**src/rtl/core/npcm_pkg.sv**
```systemverilog
// ----------------------------------------------------------------------------
// npcm_pkg
// Shared constants and types for the nearest palette color match core.
// ----------------------------------------------------------------------------
`default_nettype none

package npcm_pkg;

  localparam int unsigned DefaultDepth = 64;

  localparam int unsigned ChanW  = 8;
  localparam int unsigned ColorW = 3 * ChanW;
  localparam int unsigned CountW = 7;
  localparam int unsigned IndexW = 6;
  localparam int unsigned WeightW = 7;
  localparam int unsigned ProdW  = 14;
  localparam int unsigned SqW    = 2 * ProdW;
  localparam int unsigned DistW  = 29;

  localparam logic [WeightW-1:0] WeightR = 7'd30;
  localparam logic [WeightW-1:0] WeightG = 7'd59;
  localparam logic [WeightW-1:0] WeightB = 7'd11;

  localparam logic CmdLoad  = 1'b0;
  localparam logic CmdQuery = 1'b1;

  typedef enum logic [3:0] {
    StIdle  = 4'b0001,
    StRun   = 4'b0010,
    StDrain = 4'b0100,
    StDone  = 4'b1000
  } state_e;

  typedef struct packed {
    logic [ChanW-1:0] red;
    logic [ChanW-1:0] green;
    logic [ChanW-1:0] blue;
  } color_t;

endpackage

`default_nettype wire

```
**src/rtl/core/npcm_palette_ram.sv**
```systemverilog
// ----------------------------------------------------------------------------
// npcm_palette_ram
// Single-port-write, single-port-read palette memory, registered read data.
// ----------------------------------------------------------------------------
`default_nettype none

module npcm_palette_ram #(
  parameter int unsigned Depth = npcm_pkg::DefaultDepth,
  parameter int unsigned AddrW = 6
) (
  input  wire                    clk_i,
  input  wire                    we_i,
  input  wire  [AddrW-1:0]       waddr_i,
  input  npcm_pkg::color_t       wdata_i,
  input  wire                    re_i,
  input  wire  [AddrW-1:0]       raddr_i,
  output npcm_pkg::color_t       rdata_o
);

  npcm_pkg::color_t mem [Depth];
  npcm_pkg::color_t rdata_q;

  always_ff @(posedge clk_i) begin
    if (we_i) begin
      mem[waddr_i] <= wdata_i;
    end
  end

  always_ff @(posedge clk_i) begin
    if (re_i) begin
      rdata_q <= mem[raddr_i];
    end
  end

  assign rdata_o = rdata_q;

endmodule

`default_nettype wire

```
**src/rtl/core/npcm_dist.sv**
```systemverilog
// ----------------------------------------------------------------------------
// npcm_dist
// Three-stage weighted squared distance pipeline: weighted difference,
// square, sum.
// ----------------------------------------------------------------------------
`default_nettype none

module npcm_dist #(
  parameter int unsigned IdxW = 6
) (
  input  wire                          clk_i,
  input  wire                          rst_ni,
  input  wire                          vld_i,
  input  wire  [IdxW-1:0]              idx_i,
  input  npcm_pkg::color_t             query_i,
  input  npcm_pkg::color_t             entry_i,
  output logic                         busy_o,
  output logic                         vld_o,
  output logic [IdxW-1:0]              idx_o,
  output logic [npcm_pkg::DistW-1:0]   dist_o
);

  logic [2:0]                    vld_q;
  logic [IdxW-1:0]               idx1_q, idx2_q, idx3_q;
  logic [npcm_pkg::ProdW-1:0]    pr_q, pg_q, pb_q;
  logic [npcm_pkg::SqW-1:0]      sr_q, sg_q, sb_q;
  logic [npcm_pkg::DistW-1:0]    sum_q;
  logic [npcm_pkg::ChanW-1:0]    dr, dg, db;

  always_comb begin
    dr = (query_i.red > entry_i.red) ? query_i.red - entry_i.red
                                     : entry_i.red - query_i.red;
    dg = (query_i.green > entry_i.green) ? query_i.green - entry_i.green
                                         : entry_i.green - query_i.green;
    db = (query_i.blue > entry_i.blue) ? query_i.blue - entry_i.blue
                                       : entry_i.blue - query_i.blue;
  end

  always_ff @(posedge clk_i or negedge rst_ni) begin
    if (!rst_ni) begin
      vld_q <= '0;
    end else begin
      vld_q <= {vld_q[1:0], vld_i};
    end
  end

  always_ff @(posedge clk_i) begin
    pr_q   <= npcm_pkg::ProdW'(dr * npcm_pkg::WeightR);
    pg_q   <= npcm_pkg::ProdW'(dg * npcm_pkg::WeightG);
    pb_q   <= npcm_pkg::ProdW'(db * npcm_pkg::WeightB);
    idx1_q <= idx_i;
    sr_q   <= npcm_pkg::SqW'(pr_q * pr_q);
    sg_q   <= npcm_pkg::SqW'(pg_q * pg_q);
    sb_q   <= npcm_pkg::SqW'(pb_q * pb_q);
    idx2_q <= idx1_q;
    sum_q  <= npcm_pkg::DistW'(sr_q) + npcm_pkg::DistW'(sg_q)
            + npcm_pkg::DistW'(sb_q);
    idx3_q <= idx2_q;
  end

  assign busy_o = |vld_q;
  assign vld_o  = vld_q[2];
  assign idx_o  = idx3_q;
  assign dist_o = sum_q;

endmodule

`default_nettype wire

```
**src/rtl/core/nearest_palette_color_match_core.sv**
```systemverilog
// ----------------------------------------------------------------------------
// nearest_palette_color_match_core
// Palette store with a weighted nearest-color search.
// ----------------------------------------------------------------------------
// A load word writes one RGB entry into the palette memory. A query word
// scans entries 0 to N-1 (N = entries_in_use, capped at PALETTE_DEPTH),
// one memory read per cycle, through a three-stage distance pipeline, and
// returns the first entry with the least weighted distance
// (30dR)^2+(59dG)^2+(11dB)^2. found is 0 with zero index and distance
// when N is 0. The palette is undefined after reset: load every searched
// entry before querying.
// ----------------------------------------------------------------------------
`default_nettype none

module nearest_palette_color_match_core #(
  parameter int unsigned PALETTE_DEPTH = npcm_pkg::DefaultDepth
) (
  input  wire                              clk_i,
  input  wire                              rst_ni,
  input  wire                              cfg_we_i,
  input  wire  [npcm_pkg::CountW-1:0]      cfg_wdata_i,
  input  wire                              in_valid_i,
  output logic                             in_ready_o,
  input  wire                              command_i,
  input  wire  [npcm_pkg::IndexW-1:0]      entry_index_i,
  input  wire  [npcm_pkg::ChanW-1:0]       red_i,
  input  wire  [npcm_pkg::ChanW-1:0]       green_i,
  input  wire  [npcm_pkg::ChanW-1:0]       blue_i,
  output logic                             out_valid_o,
  input  wire                              out_ready_i,
  output logic [npcm_pkg::IndexW-1:0]      best_index_o,
  output logic [npcm_pkg::DistW-1:0]       best_distance_o,
  output logic                             found_o
);

  localparam int unsigned AddrW = (PALETTE_DEPTH > 1) ? $clog2(PALETTE_DEPTH) : 1;
  localparam int unsigned CntW  = $clog2(PALETTE_DEPTH + 1);

  npcm_pkg::state_e               state_q, state_d;
  logic [npcm_pkg::CountW-1:0]    entries_in_use_q;
  logic [CntW-1:0]                count_q, count_d;
  logic [CntW-1:0]                addr_q, addr_d;
  logic                           rd_vld_q;
  logic [AddrW-1:0]               rd_idx_q;
  npcm_pkg::color_t               query_q;
  npcm_pkg::color_t               in_color;
  npcm_pkg::color_t               rdata;
  logic                           have_q;
  logic [AddrW-1:0]               best_i_q;
  logic [npcm_pkg::DistW-1:0]     best_d_q;
  logic                           out_valid_q;
  logic [npcm_pkg::IndexW-1:0]    out_index_q;
  logic [npcm_pkg::DistW-1:0]     out_dist_q;
  logic                           out_found_q;
  logic                           in_acc;
  logic                           issue;
  logic                           ram_we;
  logic                           dist_busy;
  logic                           dist_vld;
  logic [AddrW-1:0]               dist_idx;
  logic [npcm_pkg::DistW-1:0]     dist_val;
  logic                           finish;

  assign in_color = '{red: red_i, green: green_i, blue: blue_i};
  assign in_ready_o = (state_q == npcm_pkg::StIdle);
  assign in_acc = in_valid_i && in_ready_o;
  assign ram_we = in_acc && (command_i == npcm_pkg::CmdLoad)
               && (32'(entry_index_i) < PALETTE_DEPTH);
  assign issue = (state_q == npcm_pkg::StRun);
  assign finish = (state_q == npcm_pkg::StDone) && (!out_valid_q || out_ready_i);

  always_comb begin
    if (32'(entries_in_use_q) > PALETTE_DEPTH) begin
      count_d = CntW'(PALETTE_DEPTH);
    end else begin
      count_d = CntW'(entries_in_use_q);
    end
  end

  always_comb begin
    state_d = state_q;
    addr_d  = addr_q;
    case (state_q)
      npcm_pkg::StIdle: begin
        addr_d = '0;
        if (in_acc && (command_i == npcm_pkg::CmdQuery)) begin
          state_d = (count_d == '0) ? npcm_pkg::StDone : npcm_pkg::StRun;
        end
      end
      npcm_pkg::StRun: begin
        addr_d = addr_q + CntW'(1);
        if (addr_q == count_q - CntW'(1)) begin
          state_d = npcm_pkg::StDrain;
        end
      end
      npcm_pkg::StDrain: begin
        if (!rd_vld_q && !dist_busy) begin
          state_d = npcm_pkg::StDone;
        end
      end
      npcm_pkg::StDone: begin
        if (finish) begin
          state_d = npcm_pkg::StIdle;
        end
      end
      default: begin
        state_d = npcm_pkg::StIdle;
      end
    endcase
  end

  always_ff @(posedge clk_i or negedge rst_ni) begin
    if (!rst_ni) begin
      state_q          <= npcm_pkg::StIdle;
      entries_in_use_q <= '0;
      rd_vld_q         <= 1'b0;
      have_q           <= 1'b0;
      out_valid_q      <= 1'b0;
    end else begin
      state_q  <= state_d;
      rd_vld_q <= issue;
      if (cfg_we_i) begin
        entries_in_use_q <= cfg_wdata_i;
      end
      if (in_acc) begin
        have_q <= 1'b0;
      end else if (dist_vld && (!have_q || dist_val < best_d_q)) begin
        have_q <= 1'b1;
      end
      if (finish) begin
        out_valid_q <= 1'b1;
      end else if (out_ready_i) begin
        out_valid_q <= 1'b0;
      end
    end
  end

  always_ff @(posedge clk_i) begin
    addr_q   <= addr_d;
    rd_idx_q <= addr_q[AddrW-1:0];
    if (in_acc) begin
      query_q  <= in_color;
      count_q  <= count_d;
      best_i_q <= '0;
      best_d_q <= '0;
    end else if (dist_vld && (!have_q || dist_val < best_d_q)) begin
      best_i_q <= dist_idx;
      best_d_q <= dist_val;
    end
    if (finish) begin
      out_index_q <= npcm_pkg::IndexW'(best_i_q);
      out_dist_q  <= best_d_q;
      out_found_q <= have_q;
    end
  end

  npcm_palette_ram #(
    .Depth (PALETTE_DEPTH),
    .AddrW (AddrW)
  ) u_ram (
    .clk_i   (clk_i),
    .we_i    (ram_we),
    .waddr_i (AddrW'(entry_index_i)),
    .wdata_i (in_color),
    .re_i    (issue),
    .raddr_i (addr_q[AddrW-1:0]),
    .rdata_o (rdata)
  );

  npcm_dist #(
    .IdxW (AddrW)
  ) u_dist (
    .clk_i   (clk_i),
    .rst_ni  (rst_ni),
    .vld_i   (rd_vld_q),
    .idx_i   (rd_idx_q),
    .query_i (query_q),
    .entry_i (rdata),
    .busy_o  (dist_busy),
    .vld_o   (dist_vld),
    .idx_o   (dist_idx),
    .dist_o  (dist_val)
  );

  assign out_valid_o     = out_valid_q;
  assign best_index_o    = out_index_q;
  assign best_distance_o = out_dist_q;
  assign found_o         = out_found_q;

endmodule

`default_nettype wire

```
**config.mk**
```make
export PLATFORM = sky130hd
export DESIGN_NAME = nearest_palette_color_match_core
export DESIGN_NICKNAME = d
export VERILOG_FILES = /design/src/rtl/core/npcm_pkg.sv /design/src/rtl/core/npcm_palette_ram.sv /design/src/rtl/core/npcm_dist.sv /design/src/rtl/core/nearest_palette_color_match_core.sv
export SDC_FILE = /design/constraint.sdc
export NUM_CORES = 2
export LEC_CHECK = 0
export BUFFER_PORTS_ARGS = -buffer_cell sky130_fd_sc_hd__buf_2
export CORE_MARGIN = 4
export CORE_UTILIZATION = 50
export CTS_CLUSTER_DIAMETER = 30
export DETAILED_ROUTE_END_ITERATION = 7
export GPL_TIMING_DRIVEN = 0
export PLACE_DENSITY = 0.65
export RECOVER_POWER = 100
export SYNTH_ARGS = -nofsm -noshare
export SYNTH_HDL_FRONTEND = slang
export SYNTH_HIERARCHICAL = 1
export SYNTH_SLANG_ARGS = --single-unit
```
**constraint.sdc**
```tcl
create_clock -name clk_i -period 6.7 [get_ports clk_i]
set_input_delay 0.335 -clock clk_i [delete_from_list [all_inputs] [get_ports clk_i]]
set_output_delay 0.335 -clock clk_i [all_outputs]
set_load 0.01 [all_outputs]
```
# After elaboration in Yosys (flattened, before gate mapping)
# Memory sizes are Yosys's and may differ from the RTL's. A register that Yosys moved wholly into a read port is not among the register bits.
# Cells that the tools add are included.
[totals] output_inout_bits=38 mem_count=1 word_cells=94 ram_bits=1536 inputBits=43 ff_bits=301
[mem_list] memory="u_ram.mem" depth=64 word_bits=24 read_ports=1 rd_ports_with_merged_regs=1 write_ports=1 line="npcm_palette_ram.sv:20" rtl="npcm_pkg::color_t mem [Depth];"
[classes] n_lt_le_gt_ge=5 bitwise=1 mul=6 mux=17 add_sub_neg=10 reduce_logical=18 eq_ne=9
[ops] op="multiplier 12 x 12 -> 24 bit" count=2
[ops] op="subtractor 8 bit" count=6
[ops] op="adder 28 x 28 -> 29 bit" count=1
[ops] op="adder 29 x 28 -> 29 bit" count=1
[ops] op="less-than comparator 29 bit" count=1
[ops] op="multiplier 14 x 14 -> 28 bit" count=1
[ops] op="greater-than comparator 8 bit" count=3
[ops] op="multiplier 8 x 4 -> 12 bit (second input constant)" count=2
[ops] op="two-way mux 8 bit" count=3
[ops] op="two-way mux 4 bit" count=5
[ops] op="case mux 4 bit (4 select lines)" count=1
[ops] op="multiplier 8 x 6 -> 14 bit (second input constant)" count=1
[ops] op="case mux 7 bit (2 select lines)" count=1
[ops] op="adder 7 x 1 -> 7 bit (second input constant)" count=1
[ops] op="== test 7 bit" count=1
[ops] op="greater-than comparator 7 bit (second input constant)" count=1
[ops] op="zero test 7 bit" count=1
[ops] op="two-way mux 7 bit" count=1
[ops] op="subtractor 7 x 1 -> 7 bit (second input constant)" count=1
[ops] op="logical AND 1 bit" count=6
[ops] op="two-way mux 1 bit" count=6
[ops] op="nonzero test 2 bit" count=3
[ops] op="== test 4 x 1 -> 1 bit (second input constant)" count=1
[ops] op="== test 4 x 2 -> 1 bit (second input constant)" count=1
[ops] op="9 further kinds" count=15

# Logic depth before layout (Yosys ltp)
[depth] depth_word=6 mapped_depth=24 mapped_depth_nobuf=24

# By module
# Netlist, hierarchy kept.
[modules_own_cells] mod="npcm_palette_ram" area_per_inst_um2=59535.8 seq_area_each_um2=46844.9 instances=1 cells_each=2610
[modules_own_cells] mod="npcm_dist" area_per_inst_um2=22813.1 seq_area_each_um2=3238.1 instances=1 cells_each=2451
[modules_own_cells] mod="nearest_palette_color_match_core" area_per_inst_um2=5411.4 seq_area_each_um2=3394.5 instances=1 cells_each=442

# Least setup slack after synthesis
# Ideal clock, no wire load.
[synth_path] path_type="register to register" start="register u_dist/pg_q[2] (netlist bit)" end="register u_dist/sg_q[25] (netlist bit)" path_buffers=2 setup_time_ns=0.072 required_time_ns=6.628 path_stages_with_launch=23 t_arrival_ns=5.836 synth_period_minus_slack_ns=5.908 setup_slack_ns=0.792 path_cell_list="dfxtp_1 -> clkbuf_1 -> clkbuf_1 -> nand2_1 -> fa_1 -> fa_1 -> inv_1 -> fa_1 -> inv_1 -> fa_1 -> inv_1 -> fa_1 -> inv_1 -> fa_1 -> inv_1 -> ha_1 -> nand2_1 -> o21ai_0 -> a31oi_1 -> or4b_1 -> and3_1 -> o31ai_2 -> xnor2_1"
[synth_via] elab_chain_len=1
[synth_rtl] item="start, declared" line="npcm_dist.sv:25" rtl="logic [npcm_pkg::ProdW-1:0] pr_q, pg_q, pb_q;"
[synth_rtl] item="start signal, assigned" line="npcm_dist.sv:49" rtl="pg_q <= npcm_pkg::ProdW'(dg * npcm_pkg::WeightG);"
[synth_rtl] item="multiplier 14 x 14 -> 28 bit" line="npcm_dist.sv:53" rtl="sg_q <= npcm_pkg::SqW'(pg_q * pg_q);"
[synth_rtl] item="end signal, assigned" line="npcm_dist.sv:53"
[synth_rtl] item="end, declared" line="npcm_dist.sv:26" rtl="logic [npcm_pkg::SqW-1:0] sr_q, sg_q, sb_q;"
# Every way passes these cells.
# A chain may end at the register's enable or synchronous reset.

==> reports/summary.log <==
[final_layout] filler cell count in the final layout 13,000
[global_routing] most heavily used metal layer in global routing met2
[timing] FMAX 150 MHz
[clock_network] maximum level of the CTS H-tree 5
[clock_network] clock edge transition at the registers on the reported setup and hold paths 0.05 ns
[global_routing] via count of the first global-routing pass 51,400
[setup_path] CP required 7.38 ns
[clock_network] TritonCTS buffer count 372
[setup_path] slowest CP cell sky130_fd_sc_hd__a221oi_1
[global_routing] met3 track utilization from global routing 5.38%
[synthesis] average footprint of a synthesized cell 15.9 µm²
[status] status finished, violations left
[clock_network] insertion delay of the later-clocked pin in the worst-skew pair 0.98 ns
[final_layout] number of nets at the end of the flow 6,760
[detailed_routing] drt pass-1 iters 6
[setup_path] CP max FO 10
[timing] final setup fails 0
[setup_path] number of cell instances on the worst register-to-register path 8
[global_routing] grt met2 use 38.7%
[synthesis] share of flip-flops with an asynchronous set or reset 0.919%
[detailed_routing] total wire length after detailed routing 220,000 µm
[timing] slew of the pin with the lowest slew margin 3.73 ns
[setup_path] arrival time at the worst endpoint 7.36 ns
[setup_path] Critical Path Sink Type flip-flop
[timing] number of max-slew violations in the final report 2,616
[floorplan] Placement Rows 153
[global_routing] Tot GR Track Use 24.5%
[detailed_routing] detailed-route wire length per cell 25.5 µm
[worst_hold_path] class of the tightest hold or removal check in -> reg
[detailed_routing] detailed-route vias per instance 5.80
[clock_network] number of post-CTS setup repair buffers 0
[placement] Port Buffers 74
[final_layout] Syn-to-layout area delta 18.5%
[global_routing] antenna violations before repair 12
[setup_path] cell breakdown of the critical path clkbuf_1 > clkbuf_1 > clkbuf_1 > clkbuf_1 > clkbuf_1 > mux2i_1 > a221oi_1 > o21a_1
[floorplan] width of the chip 427 µm
[setup_path] startpoint type of the worst setup path flip-flop
[final_layout] Core Util, Final 59.7%
[synthesis] Net Count, Synth 6,253
[timing] Final Hold Vio Count 0
[global_routing] gr ovfl total 0
[worst_hold_path] worst hold path depth 3
[clock_network] TritonCTS clock tree built
[setup_path] CP peak stage delay 1.25 ns
[floorplan] initial core utilization 50.4%
[synthesis] warning count from the yosys run 6
[synthesis] leading register cell type out of synthesis sky130_fd_sc_hd__edfxtp_1
[setup_path] Crit Path Class reg -> reg
[final_layout] fraction of final layout cells sized beyond drive strength 1 18.8%
[floorplan] die height 427 µm
[timing] Worst Skew 0.135 ns
[synthesis] proportion of synthesized chip area in sequential cells 60.9%
[floorplan] Die ar. 182,000 µm²
[synthesis] Distinct cells, synth 86
[placement] placed wire-length estimate 145,000 µm
[clock_network] buffer type at the clock tree root sky130_fd_sc_hd__clkbuf_16
[placement] global placement routability congestion 0.954
[clock_network] Sink Count 1,850
[setup_path] most frequent cell on the critical path sky130_fd_sc_hd__clkbuf_1
[synthesis] cell area after technology mapping 87,800 µm²
[floorplan] IO Pins 81
[floorplan] area of the placeable core 174,000 µm²
[global_routing] first-pass GRT wire length 328,000 µm
[timing] part of the cycle the worst path needs 99.7%
[detailed_routing] Initial DRC Count 4,672
[timing] post-route minimum period 6.68 ns
[global_routing] maximum number of pins on one net before global-route repair 66
[timing] max_slew headroom -148%
[detailed_routing] # DRC 0
[clock_network] buffer levels on the longest clock path 4
[detailed_routing] residual antenna-violating net count after detailed routing 0
[global_routing] met1 usage in global routing 32.7%
[status] failing checks capacitance limit, slew limit
[synthesis] number of synthesized flops with an enable pin 1,634
[synthesis] total of flip-flops plus latches after synthesis 1,850
[detailed_routing] vias after detailed routing 50,100
[run] count of max-cap constraint violations 73
[synthesis] number of instances in the synthesized netlist 5,503
==> cell usage in the layout, fill, tap and decap left out, types with 28 or more instances in the layout <==
cell                            count
sky130_fd_sc_hd__a221oi_1          61
sky130_fd_sc_hd__a21o_1            69
sky130_fd_sc_hd__xnor2_1          123
sky130_fd_sc_hd__and2_1           112
sky130_fd_sc_hd__xor2_1            50
sky130_fd_sc_hd__clkinv_2          48
sky130_fd_sc_hd__nor2_2            38
sky130_fd_sc_hd__clkbuf_16        377
sky130_fd_sc_hd__clkinv_1          60
sky130_fd_sc_hd__mux2_2            70
sky130_fd_sc_hd__nor2_1           125
sky130_fd_sc_hd__mux4_2           355
sky130_fd_sc_hd__o21bai_1          28
sky130_fd_sc_hd__edfxtp_1        1634
sky130_fd_sc_hd__clkinvlp_4        49
sky130_fd_sc_hd__nand3_1           55
sky130_fd_sc_hd__fa_1             333
sky130_fd_sc_hd__buf_4             30
sky130_fd_sc_hd__buf_2             55
sky130_fd_sc_hd__a21oi_1          146
sky130_fd_sc_hd__ha_1             374
sky130_fd_sc_hd__inv_1            604
sky130_fd_sc_hd__dfxtp_1          194
sky130_fd_sc_hd__nand2_1          276
sky130_fd_sc_hd__clkbuf_1         215
sky130_fd_sc_hd__bufinv_16         53
sky130_fd_sc_hd__a22oi_1           29
sky130_fd_sc_hd__nor2b_1           43
sky130_fd_sc_hd__dlygate4sd3_1     31
sky130_fd_sc_hd__o21ai_0           65
sky130_fd_sc_hd__mux2i_1          146
sky130_fd_sc_hd__o22ai_1           55
==> through the flow <==
step	setup WS [ns]	cell area (µm²)	setup TNS [ns]	instances	hold WS, ns
floorplan	0.792	87800	0	5503	0.0394
global route	-0.0153	104000	-0.0153	8629	0.215
detailed placement	-0.269	92100	-1.16	7929	0.282
finish	0.0222	104000	0	8637	0.273
CTS	0.0351	105000	0	8618	0.156
global placement	-0.358	91000	-11.88	7902	0.270
==> cell families after synthesis <==
| group | count (synthesis) | share of synthesized area [%] |
|---|---|---|
| flops | 1850 | 60.9 |
| buf+inv | 822 | 3.86 |
| simple gates | 789 | 4.31 |
| fa+ha+maj | 707 | 12.9 |
| compound gates | 590 | 4.57 |
| mux | 571 | 11.7 |
| xor+xnor | 173 | 1.73 |
| other cells | 1 | 0.00427 |
==> Yosys cell counts (55+ instances only) <==
master	n	area share, %
sky130_fd_sc_hd__edfxtp_1	1634	56
sky130_fd_sc_hd__a221oi_1	61	0.61
sky130_fd_sc_hd__mux4_2	355	9.1
sky130_fd_sc_hd__a21oi_1	146	0.83
sky130_fd_sc_hd__mux2i_1	146	1.7
sky130_fd_sc_hd__o21ai_0	58	0.33
sky130_fd_sc_hd__ha_1	374	5.3
sky130_fd_sc_hd__and2_1	122	0.87
sky130_fd_sc_hd__fa_1	333	7.6
sky130_fd_sc_hd__xnor2_1	123	1.2
sky130_fd_sc_hd__o22ai_1	55	0.39
sky130_fd_sc_hd__nand2_1	276	1.2
sky130_fd_sc_hd__dfxtp_1	199	4.5
sky130_fd_sc_hd__inv_1	604	2.6
sky130_fd_sc_hd__clkbuf_1	105	0.45
sky130_fd_sc_hd__nand3_1	55	0.31
sky130_fd_sc_hd__nor2_1	163	0.70
sky130_fd_sc_hd__mux2_2	70	0.90
sky130_fd_sc_hd__a21o_1	69	0.59
==> final timing paths <==
check | from | endpoint | slack (ns)
hold reg to reg | rd_idx_q[5] | u_dist/idx1_q[5] | 0.32
max in group asynchronous | rst_ni | have_q | 5.04
min in group asynchronous | rst_ni | state_q[0] | 0.53
setup / recovery | addr_q[2] | u_ram/rdata_o[5] | 0.02
setup reg to reg | addr_q[2] | u_ram/rdata_o[5] | 0.02
hold / removal | entry_index_i[0] | u_ram/mem[49][22] | 0.27
==> worst max-delay path: cells and delay by family, from the launching register on <==
family / cells / cell delay, ns
buffers and inverters: 5 / 4.00
AOI/OAI and AO/OA: 2 / 1.63
DFF: 1 / 0.57
muxes: 1 / 0.26
==> sequential cells by signal, indices dropped and copies added, names as in the netlist, 12 cells and up <==
name,cells
u_dist/pg_q,14
u_dist/sb_q,23
query_q,24
best_d_q,29
u_dist/sg_q,27
u_dist/sr_q,23
u_ram/rdata_o,24
u_dist/dist_o,29
u_dist/pb_q,12
best_distance_o,29
u_ram/mem,1536
u_dist/pr_q,12
==> per-layer routing <==
layer  wire [µm]  up-vias
li1            -    21600
met3       19400      518
met1       86500    25800
met5          35        -
met2      103000     2156
met4       10900        6
==> final cells by class <==
cell class | instances | area (µm²) | share of cell area [%]
diodes | 9 | 22.5 | 0.0217
plain buffers | 214 | 1060 | 1.02
clock buffers | 406 | 9610 | 9.24
clock inverters | 261 | 2930 | 2.82
inverters | 607 | 2280 | 2.19
multi-input cells | 2831 | 31000 | 29.8
flip-flops and latches | 1850 | 53500 | 51.4
well taps | 2325 | 2910 | 2.80
repair buffers | 134 | 732 | 0.704
==> what timing repair did <==
action                     4_1_cts  5_1_grt
hold buffers                    23        8
gates resized for setup          5       25
setup endpoints to repair        8        8
hold endpoints to repair        64       96
gates cloned                     0        0
Power is not shown: default switching activity piles up to over one toggle a cycle in this logic, so the estimate is an artifact.
